[config.mk]
export PLATFORM = sky130hd
export DESIGN_NAME = ded_ctrl
export DESIGN_NICKNAME = d
export VERILOG_FILES = /design/src/rtl/ded_pkg.sv /design/src/rtl/ded_ctrl.sv
export SDC_FILE = /design/constraint.sdc
export NUM_CORES = 1
export LEC_CHECK = 0
export ABC_AREA = 1
export ABC_CLOCK_PERIOD_IN_PS = 4030
export BUFFER_PORTS_ARGS = -buffer_cell sky130_fd_sc_hd__buf_2
export CAP_MARGIN = 20
export CELL_PAD_IN_SITES_DETAIL_PLACEMENT = 1
export CELL_PAD_IN_SITES_GLOBAL_PLACEMENT = 2
export CORE_MARGIN = 2
export CORE_UTILIZATION = 33
export CTS_CLUSTER_DIAMETER = 60
export DETAILED_ROUTE_END_ITERATION = 8
export PLACE_DENSITY = 0.88
export SLEW_MARGIN = 5
export SYNTH_ARGS = -nofsm -noshare
export SYNTH_HDL_FRONTEND = slang
export SYNTH_SLANG_ARGS = --single-unit
[constraint.sdc]
create_clock -name clk -period 4.03 [get_ports clk]
set_input_delay 0.6045 -clock clk [delete_from_list [all_inputs] [get_ports clk]]
set_output_delay 0.6045 -clock clk [all_outputs]
set_load 0.03 [all_outputs]
[src/rtl/ded_pkg.sv]
// ----------------------------------------------------------------------------
// ded_pkg
// Shared types, constants and constant tables of the edge direction core.
// ----------------------------------------------------------------------------
package ded_pkg;

    localparam int VEC_FRAC     = 44;
    localparam int ANG_FRAC     = 56;
    localparam int CORDIC_STEPS = 48;
    localparam int STEP_W       = 6;
    localparam int HIST_BINS    = 180;
    localparam int HALF_TURN    = 180;
    localparam int BIN_W        = 8;
    localparam int DEG_W        = 7;
    localparam int DEG_MAX      = 90;
    localparam int ZW           = 59;
    localparam int TW           = 66;
    localparam int THR_N        = 128;
    localparam int SERIES_FRAC  = 60;
    localparam int CNT_W        = 8;

    typedef logic [63:0] atan_tab_t [CORDIC_STEPS];
    typedef logic [TW-1:0] thr_tab_t [THR_N];

    typedef struct packed {
        logic             accept;
        logic             load_edge;
        logic             sel_close;
        logic             prep;
        logic             iter;
        logic             scale;
        logic             search;
        logic             bin_rd;
        logic             acc_wr;
        logic             scan;
        logic             out_load;
        logic [CNT_W-1:0] cnt;
    } ded_cmd_t;

    typedef struct packed {
        logic have_vertex;
        logic last;
        logic zero_edge;
        logic out_free;
    } ded_stat_t;

    // Shift-subtract divide, elaboration use only.
    function automatic logic [63:0] udiv(input logic [63:0] n, input logic [63:0] d);
        logic [63:0] q;
        logic [64:0] r;
        q = '0;
        r = '0;
        for (int i = 63; i >= 0; i--) begin
            r = {r[63:0], n[i]};
            if (r >= {1'b0, d}) begin
                r    = r - {1'b0, d};
                q[i] = 1'b1;
            end
        end
        return q;
    endfunction

    // atan(2^-i) scaled by 2^60, Taylor series.
    function automatic logic signed [63:0] series_pow2(input int i);
        logic signed [63:0] sum;
        logic signed [63:0] term;
        int                 e;
        sum = '0;
        for (int n = 0; n < 40; n++) begin
            e = SERIES_FRAC - i * (2 * n + 1);
            if (e >= 0) begin
                term = $signed(udiv(64'd1 << e, 64'(2 * n + 1)));
                sum  = (n % 2 == 1) ? sum - term : sum + term;
            end
        end
        return sum;
    endfunction

    // atan(1/m) scaled by 2^60.
    function automatic logic signed [63:0] series_inv(input logic [63:0] m);
        logic [63:0]        p;
        logic signed [63:0] sum;
        logic signed [63:0] term;
        p   = udiv(64'd1 << SERIES_FRAC, m);
        sum = '0;
        for (int n = 0; n < 40; n++) begin
            if (p != 0) begin
                term = $signed(udiv(p, 64'(2 * n + 1)));
                sum  = (n % 2 == 1) ? sum - term : sum + term;
                p    = udiv(p, m * m);
            end
        end
        return sum;
    endfunction

    function automatic atan_tab_t build_atan();
        atan_tab_t          t;
        logic signed [63:0] qp;
        qp   = 4 * series_inv(64'd5) - series_inv(64'd239);
        t[0] = (qp + 64'sd8) >>> 4;
        for (int i = 1; i < CORDIC_STEPS; i++) begin
            t[i] = (series_pow2(i) + 64'sd8) >>> 4;
        end
        return t;
    endfunction

    localparam atan_tab_t ATAN_TAB = build_atan();

    // Degree k is reached once 90*z >= (2k-1)*atan(1).
    function automatic thr_tab_t build_thr();
        thr_tab_t t;
        for (int k = 0; k < THR_N; k++) begin
            if (k == 0) begin
                t[k] = '0;
            end else if (k <= DEG_MAX) begin
                t[k] = TW'(ATAN_TAB[0]) * TW'(2 * k - 1);
            end else begin
                t[k] = '1;
            end
        end
        return t;
    endfunction

    localparam thr_tab_t THR_TAB = build_thr();

endpackage

[src/rtl/ded_ctrl.sv]
// ----------------------------------------------------------------------------
// ded_ctrl
// Sequencer: vertex intake, per-edge CORDIC/sqrt steps, histogram scan.
// ----------------------------------------------------------------------------
module ded_ctrl
(
    input  logic               clk,
    input  logic               rst_n,
    input  logic               s_tvalid,
    input  logic               s_tlast,
    output logic               s_tready,
    input  ded_pkg::ded_stat_t stat,
    output ded_pkg::ded_cmd_t  cmd
);

    typedef enum logic [9:0] {
        ST_IDLE  = 10'b00_0000_0001,
        ST_LOAD  = 10'b00_0000_0010,
        ST_PREP  = 10'b00_0000_0100,
        ST_ITER  = 10'b00_0000_1000,
        ST_SCALE = 10'b00_0001_0000,
        ST_SRCH  = 10'b00_0010_0000,
        ST_RD    = 10'b00_0100_0000,
        ST_WR    = 10'b00_1000_0000,
        ST_SCAN  = 10'b01_0000_0000,
        ST_OUT   = 10'b10_0000_0000
    } state_t;

    state_t                    state_reg, state_next;
    logic [ded_pkg::CNT_W-1:0] cnt_reg, cnt_next;
    logic                      close_reg, close_next;

    // where to go once an edge is binned or found to be zero-length
    state_t                    after_state;
    logic                      after_close;

    always_comb
    begin
        if (!close_reg && stat.last) begin
            after_state = ST_LOAD;
            after_close = 1'b1;
        end else if (stat.last) begin
            after_state = ST_SCAN;
            after_close = close_reg;
        end else begin
            after_state = ST_IDLE;
            after_close = close_reg;
        end
    end

    always_comb
    begin
        state_next = state_reg;
        cnt_next   = cnt_reg;
        close_next = close_reg;
        case (state_reg)
            ST_IDLE:
            begin
                if (s_tvalid) begin
                    close_next = 1'b0;
                    cnt_next   = '0;
                    if (stat.have_vertex) begin
                        state_next = ST_LOAD;
                    end else if (s_tlast) begin
                        state_next = ST_SCAN;
                    end
                end
            end
            ST_LOAD:
            begin
                state_next = ST_PREP;
            end
            ST_PREP:
            begin
                cnt_next = '0;
                if (stat.zero_edge) begin
                    state_next = after_state;
                    close_next = after_close;
                end else begin
                    state_next = ST_ITER;
                end
            end
            ST_ITER:
            begin
                if (cnt_reg == ded_pkg::CNT_W'(ded_pkg::CORDIC_STEPS - 1)) begin
                    state_next = ST_SCALE;
                end else begin
                    cnt_next = cnt_reg + 1'b1;
                end
            end
            ST_SCALE:
            begin
                state_next = ST_SRCH;
                cnt_next   = ded_pkg::CNT_W'(ded_pkg::DEG_W - 1);
            end
            ST_SRCH:
            begin
                if (cnt_reg == '0) begin
                    state_next = ST_RD;
                end else begin
                    cnt_next = cnt_reg - 1'b1;
                end
            end
            ST_RD:
            begin
                state_next = ST_WR;
            end
            ST_WR:
            begin
                state_next = after_state;
                close_next = after_close;
                cnt_next   = '0;
            end
            ST_SCAN:
            begin
                if (cnt_reg == ded_pkg::CNT_W'(ded_pkg::HIST_BINS)) begin
                    state_next = ST_OUT;
                end else begin
                    cnt_next = cnt_reg + 1'b1;
                end
            end
            ST_OUT:
            begin
                if (stat.out_free) begin
                    state_next = ST_IDLE;
                end
            end
            default:
            begin
                state_next = ST_IDLE;
            end
        endcase
    end

    always_ff @(posedge clk or negedge rst_n)
    begin
        if (!rst_n) begin
            state_reg <= ST_IDLE;
            cnt_reg   <= '0;
            close_reg <= 1'b0;
        end else begin
            state_reg <= state_next;
            cnt_reg   <= cnt_next;
            close_reg <= close_next;
        end
    end

    assign s_tready      = (state_reg == ST_IDLE);
    assign cmd.accept    = (state_reg == ST_IDLE) && s_tvalid;
    assign cmd.load_edge = (state_reg == ST_LOAD);
    assign cmd.sel_close = close_reg;
    assign cmd.prep      = (state_reg == ST_PREP);
    assign cmd.iter      = (state_reg == ST_ITER);
    assign cmd.scale     = (state_reg == ST_SCALE);
    assign cmd.search    = (state_reg == ST_SRCH);
    assign cmd.bin_rd    = (state_reg == ST_RD);
    assign cmd.acc_wr    = (state_reg == ST_WR);
    assign cmd.scan      = (state_reg == ST_SCAN);
    assign cmd.out_load  = (state_reg == ST_OUT) && stat.out_free;
    assign cmd.cnt       = cnt_reg;

endmodule

==> metrics.cfg, run 1 <==
[die]
dieWidth_um=73.17
core-area_um2=4661
placementRows=25
start_util_pct=33.88
ios=28
die-area_um2=5354
die_h_um=73.17

[sta]
finalHoldViolations=0
finalSetupViolCount=0
setup_ws_ns=1.503
finalSetupTns_ns=0
slew-limit-headroom_pct=68.37
min_period_ns=2.527
drv_slew=0
max_freq_ghz=0.3957
clock_skew_ns=0.001687
worst_pin_slew_ns=0.4683
finalCritPeriodShare_pct=62.71
rsz0062_at_grt=no

[final_layout]
mostFrequentLayoutCells=nand2_1 (56), inv_1 (40), buf_2 (27)
drive_gt1_share_pct=24.03
fin_area_um2=1823
nNetsFinal=269
largest_register_ffs=10
synthToLayoutAreaGrowth_pct=15.45
diodes=0
final_common_cell=nand2_1
final_cell_count_no_fill=312

[detailed_routing]
vias=1576
ant_nets=0
drt_wl_total_um=4534
firstDrtPassIters=4
drtIter0Drc=29
remaining_drc_errors=0
avgRoutedWirePerCell_um=14.53
vias_per_cell=5.051

[pwr]
total_power_mw=1.351
vdd_drop_max_mv=0.2631
cellPowerDensity_nw_per_um2=741.3
p_leak_nw=1.017

[clocking]
clock_latency_ns=0.26
cts.sinks=19
cts_max_level=1
cts_buffer_depth=2
post_cts_buffers=0
cts_buffers=3
cts_resized=0
cts-root-buf=clkbuf_8
cts_tree=done
cts_hold_buf=0
cts.clk_slew.worst_paths_ns=0.08

[logic_synthesis]
synthesis.nets=238
synth_cells=228
synth_top_flop_cell=dfrtp_1
netlist_area_um2=1579
yosysTopAreaCell=dfrtp_1
async_reset_ff_share_pct=100.0
synth_edf_count=0
seq_area_frac_synth_pct=30.19
ys_ff_latch=19
synth.area.top_cells=dfrtp_1 (29%), nand2_1 (13%), inv_1 (9.5%), nand3_1 (7.0%), nor2_1 (4.8%)
synth_top_area_share_pct=28.53
synth_cell_types=37
syn-mean-instance-area_um2=6.925
synth_warnings=0

[placed_design]
place_congestion=0.8008
hpwlAfterDp_um=3761
dp_cells=308
post-place-ws_ns=1.725
postPlaceCellArea_um2=1774
io_buffer_count=27

[global_route]
grt_pass1_vias=1587
overflow=0
grt_max_degree=20
grt_antenna_before_repair=0
track_usage_pct=18.63
grt_pass1_wl_um=7610

[setup_path]
cp_max_fo=5
required_ns=3.43
crit_chain=nor2_2 > nand2_4 > inv_2 > nand3_1 > nor3_1 > buf_2
worstPathArrival_ns=1.92
path_buf_inv=2
end_kind=primary output
crit_family=simple AND/OR/NAND/NOR gates
slowest_delay_ns=0.43
cp_slowest_cell=dfrtp_1
crit_type=reg -> out
cp-start-kind=flip-flop

[worst_hold_path]
hp-class=in -> async

[run]
maxCapViolCount=0

[status]
outcome=completed

## layout make-up
| class | count | area (um2) |
|---|---|---|
| tap | 54 | 67.56 |
| inverter | 43 | 161.4 |
| multi-input combinational | 165 | 933.4 |
| fill | 625 | 2838 |
| timing repair buffer | 27 | 135.1 |
| clock buffer | 3 | 41.29 |
| sequential | 19 | 476.7 |
| clock inverter | 1 | 7.507 |
## power breakdown
part           internal (mW)  total (mW)  switching [mW]
clock network         0.0699       0.143          0.0730
registers              0.241       0.305          0.0639
logic                  0.293       0.903           0.611
## kinds of logic (layout without fill, tap and decap cells)
group,count (synthesis),count (layout),share of synthesized area (%)
AOI/OAI and AO/OA,20,20,9.113
xor gates and xnor gates,1,1,0.5548
adders and majority gates,2,2,1.585
buffers and inverters,44,74,10.70
DFF,19,19,30.19
and+or+nand+nor,142,142,47.86
## worst reg2reg max path, stage by stage (launching register included)
cell and delay [ns]:
dfrtp_1 0.43, nor2_2 0.19, nand2_4 0.11, inv_2 0.13, nand3_4 0.12, nand3_1 0.23
nand2_1 0.11, inv_1 0.06, ha_1 0.13, inv_1 0.05, nand2_1 0.06, nand3_1 0.13
nor2_1 0.13, nand2_1 0.09, nand2_1 0.06, nand2_1 0.04, nand3_1 0.07, nand2_1 0.05
## per-layer routing
layer  wire length, um  vias up  global-route usage [%]
met5                 0        -                       0
met3                93        8                   2.072
met1              2070      744                   23.38
met2              2284       30                   32.93
met4                85        0                   6.173
li1                  -      794                       -
## worst paths after layout
| path | startpoint | endpoint | slack [ns] | depth (start not counted) |
|---|---|---|---|---|
| setup / recovery | state_reg[4]$_DFFE_PN0P_ | cmd[17] | 1.50 | 6 |
| hold / removal | rst_n | close_reg$_DFFE_PN0P_ | 0.28 | 1 |
| setup reg to reg | state_reg[4]$_DFFE_PN0P_ | cnt_reg[6]$_DFFE_PN0P_ | 1.73 | 17 |
| hold reg to reg | state_reg[4]$_DFFE_PN0P_ | state_reg[7]$_DFFE_PN0P_ | 0.55 | 1 |
| max in group asynchronous | rst_n | state_reg[0]$_DFFE_PN1P_ | 3.40 | 1 |
| min in group clk | state_reg[4]$_DFFE_PN0P_ | state_reg[7]$_DFFE_PN0P_ | 0.55 | 1 |
## synthesized netlist by cell type, types with 3 or more instances
library cell / instances
a21oi_1: 3
dfrtp_1: 18
inv_1: 40
inv_2: 3
nand2_1: 56
nand2_2: 3
nand2_4: 4
nand3_1: 22
nand3_2: 3
nand4_1: 7
nor2_1: 20
nor2_2: 3
nor2_4: 4
nor3_1: 8
o21ai_0: 6
## stage by stage
step / hold slack [ns] / util [%]
CTS: 0.2950 / 39.11
finish: 0.2815 / 39.11
global route: 0.3024 / 39.11
floorplan: 0.3089 / -
global placement: 0.5411 / 38.07
detailed placement: 0.5446 / 38.07
(Power assumes the default switching activity.)
==> run 2, diff against run 1 <==
Settings changed: ABC_CLOCK_PERIOD_IN_PS 4030 to 2200, CORE_UTILIZATION 33 to 28, PLACE_DENSITY 0.88 to 0.79.
Clock period 4.03 ns to 2.2 ns, I/O delays scaled along.
==> run 2 against run 1 <==
- worst hold slack got worse by 0.27 ns
- setup slack worse by 1.4 ns
- utilization is 2.1 points lower
- clock power grew 80%
- combinational power grew 110%
- via count grew 6.3%
- first-iteration DRC count increased by 41%
- largest power group unchanged
- critical path depth grew 1
==> metrics.cfg, run 2 (synthesis gave the netlist of run 1 again) <==
[status]
outcome=completed

[global_route]
grt_max_degree=20  ; unchanged
grt_pass1_wl_um=8155  ; +7.2%
grt_antenna_before_repair=0  ; unchanged
grt_pass1_vias=1671  ; +5.3%
track_usage_pct=16.67  ; -2.0 points
overflow=0  ; unchanged

[sta]
finalCritPeriodShare_pct=95.89
clock_skew_ns=0.004882  ; +0.003195 ns
rsz0062_at_grt=yes
finalSetupTns_ns=0  ; unchanged
worst_pin_slew_ns=0.4725  ; +0.004166 ns
max_freq_ghz=0.4740
slew-limit-headroom_pct=68.50  ; +0.13 points
finalSetupViolCount=0  ; unchanged
finalHoldViolations=0  ; unchanged
min_period_ns=2.109
drv_slew=0  ; unchanged

[setup_path]
path_buf_inv=3  ; +1
worstPathArrival_ns=1.78  ; -0.14 ns
crit_chain=nor2_4 > nand2_4 > inv_2 > buf_4 > nand3_1 > nor3_1 > buf_2
cp-start-kind=flip-flop
crit_family=simple AND/OR/NAND/NOR gates
required_ns=1.87  ; -1.56 ns
end_kind=primary output
crit_type=reg -> out
cp_slowest_cell=dfrtp_2
slowest_delay_ns=0.46  ; +0.03 ns
cp_max_fo=5  ; unchanged

[detailed_routing]
drtIter0Drc=41  ; +41%
avgRoutedWirePerCell_um=14.19  ; -2.3%
firstDrtPassIters=4  ; unchanged
vias_per_cell=4.816  ; -4.7%
ant_nets=0  ; unchanged
drt_wl_total_um=4939  ; +8.9%
remaining_drc_errors=0  ; unchanged
vias=1676  ; +6.3%

[clocking]
cts-root-buf=clkbuf_8
cts_hold_buf=0  ; unchanged
cts.clk_slew.worst_paths_ns=0.08  ; about the same
cts_max_level=1  ; unchanged
clock_latency_ns=0.26  ; about the same
cts.sinks=19  ; unchanged
cts_buffer_depth=2  ; unchanged
cts_tree=done
cts_buffers=3  ; unchanged

[run]
maxCapViolCount=0  ; unchanged

[pwr]
vdd_drop_max_mv=0.4505  ; +71%
cellPowerDensity_nw_per_um2=1314  ; +77%
p_leak_nw=1.111  ; +9.3%
total_power_mw=2.661  ; +97%

[die]
placementRows=27  ; +8.0%
start_util_pct=28.85  ; -5.0 points
ios=28  ; unchanged
core-area_um2=5473  ; +17%
die-area_um2=6256  ; +17%
die_h_um=79.10  ; +8.1%
dieWidth_um=79.10  ; +8.1%

[final_layout]
mostFrequentLayoutCells=nand2_1 (54), inv_1 (39), buf_2 (27)
diodes=0  ; unchanged
final_common_cell=nand2_1
drive_gt1_share_pct=32.97  ; +8.9 points
nNetsFinal=287  ; +6.7%
synthToLayoutAreaGrowth_pct=28.21
num-fill-cells=713  ; +14%
largest_register_ffs=10  ; unchanged

[worst_hold_path]
hp-class=in -> async

[placed_design]
place_congestion=0.8448  ; +5.5%
io_buffer_count=27  ; unchanged
hpwlAfterDp_um=3958  ; +5.2%

[run 2: cell types whose count changed in the layout (fill, tap and decap cells not counted), sizes merged]
cell / change
clkinv: +1
buf: +18
clkinvlp: -1
[run 2: cell type report]
class	count	area, um2	area share (%)
well taps	72	90.09	4.450
flip-flops and latches	19	478.0	23.61
clock buffers	3	41.29	2.040
clock inverters	1	5.005	0.2472
multi-input cells	165	978.4	48.33
inverters	43	161.4	7.973
repair buffers	45	270.3	13.35
[run 2: final timing paths]
kind / from / to / slack [ns] / depth (start not counted)
worst max-delay path: state_reg[5]$_DFFE_PN0P_ / cmd[17] / 0.09 / 7
worst min-delay path: rst_n / state_reg[1]$_DFFE_PN0P_ / 0.01 / 1
worst max register to register: state_reg[3]$_DFFE_PN0P_ / cnt_reg[6]$_DFFE_PN0P_ / 0.15 / 17
worst min register to register: state_reg[5]$_DFFE_PN0P_ / state_reg[7]$_DFFE_PN0P_ / 0.54 / 1
max in group asynchronous: rst_n / state_reg[5]$_DFFE_PN0P_ / 1.84 / 1
min in group clk: s_tlast / state_reg[0]$_DFFE_PN1P_ / 0.32 / 3
[run 2: power breakdown]
group / switching (mW) / total, mW / internal, mW
logic: 1.20 / 1.86 / 0.660
clock network: 0.132 / 0.258 / 0.126
registers: 0.104 / 0.545 / 0.442
total: 1.43 / 2.66 / 1.23
[run 2: worst register-to-register path: cells and delay by family, from the launching register on]
kind / cells / cell delay [ns]
adder cells (fa/ha/maj): 1 / 0.16
buffers and inverters: 2 / 0.11
flip-flops: 1 / 0.41
AND/OR/NAND/NOR: 14 / 1.27
[run 2: metal layers]
layer	part of all wire, %	GRT usage [%]
met4	1.5	4.138
met1	47	22.49
met2	49	28.81
met5	0	0
met3	2.7	1.364
[run 2: through the flow]
step / hold WS (ns) / area [um2] / instances / util, % / worst slack [ns]
6_report: 0.01079 / 2024 / 348 / 36.99 / 0.09051
5_1_grt: 0.03985 / 2024 / 348 / 36.99 / -0.04278
4_1_cts: 0.02988 / 1956 / 345 / 35.73 / 0.007401
3_5_place_dp: 0.3220 / 1909 / 341 / 34.89 / 0.02314
3_3_place_gp: 0.3222 / 1909 / 341 / 34.89 / 0.09927
2_1_floorplan: 0.03441 / 1579 / 228 / - / 0.1259
[run 2: timing repair]
action	4_1_cts	5_1_grt
resized for setup	0	12
setup buffers	0	3
setup endpoints to repair	0	10
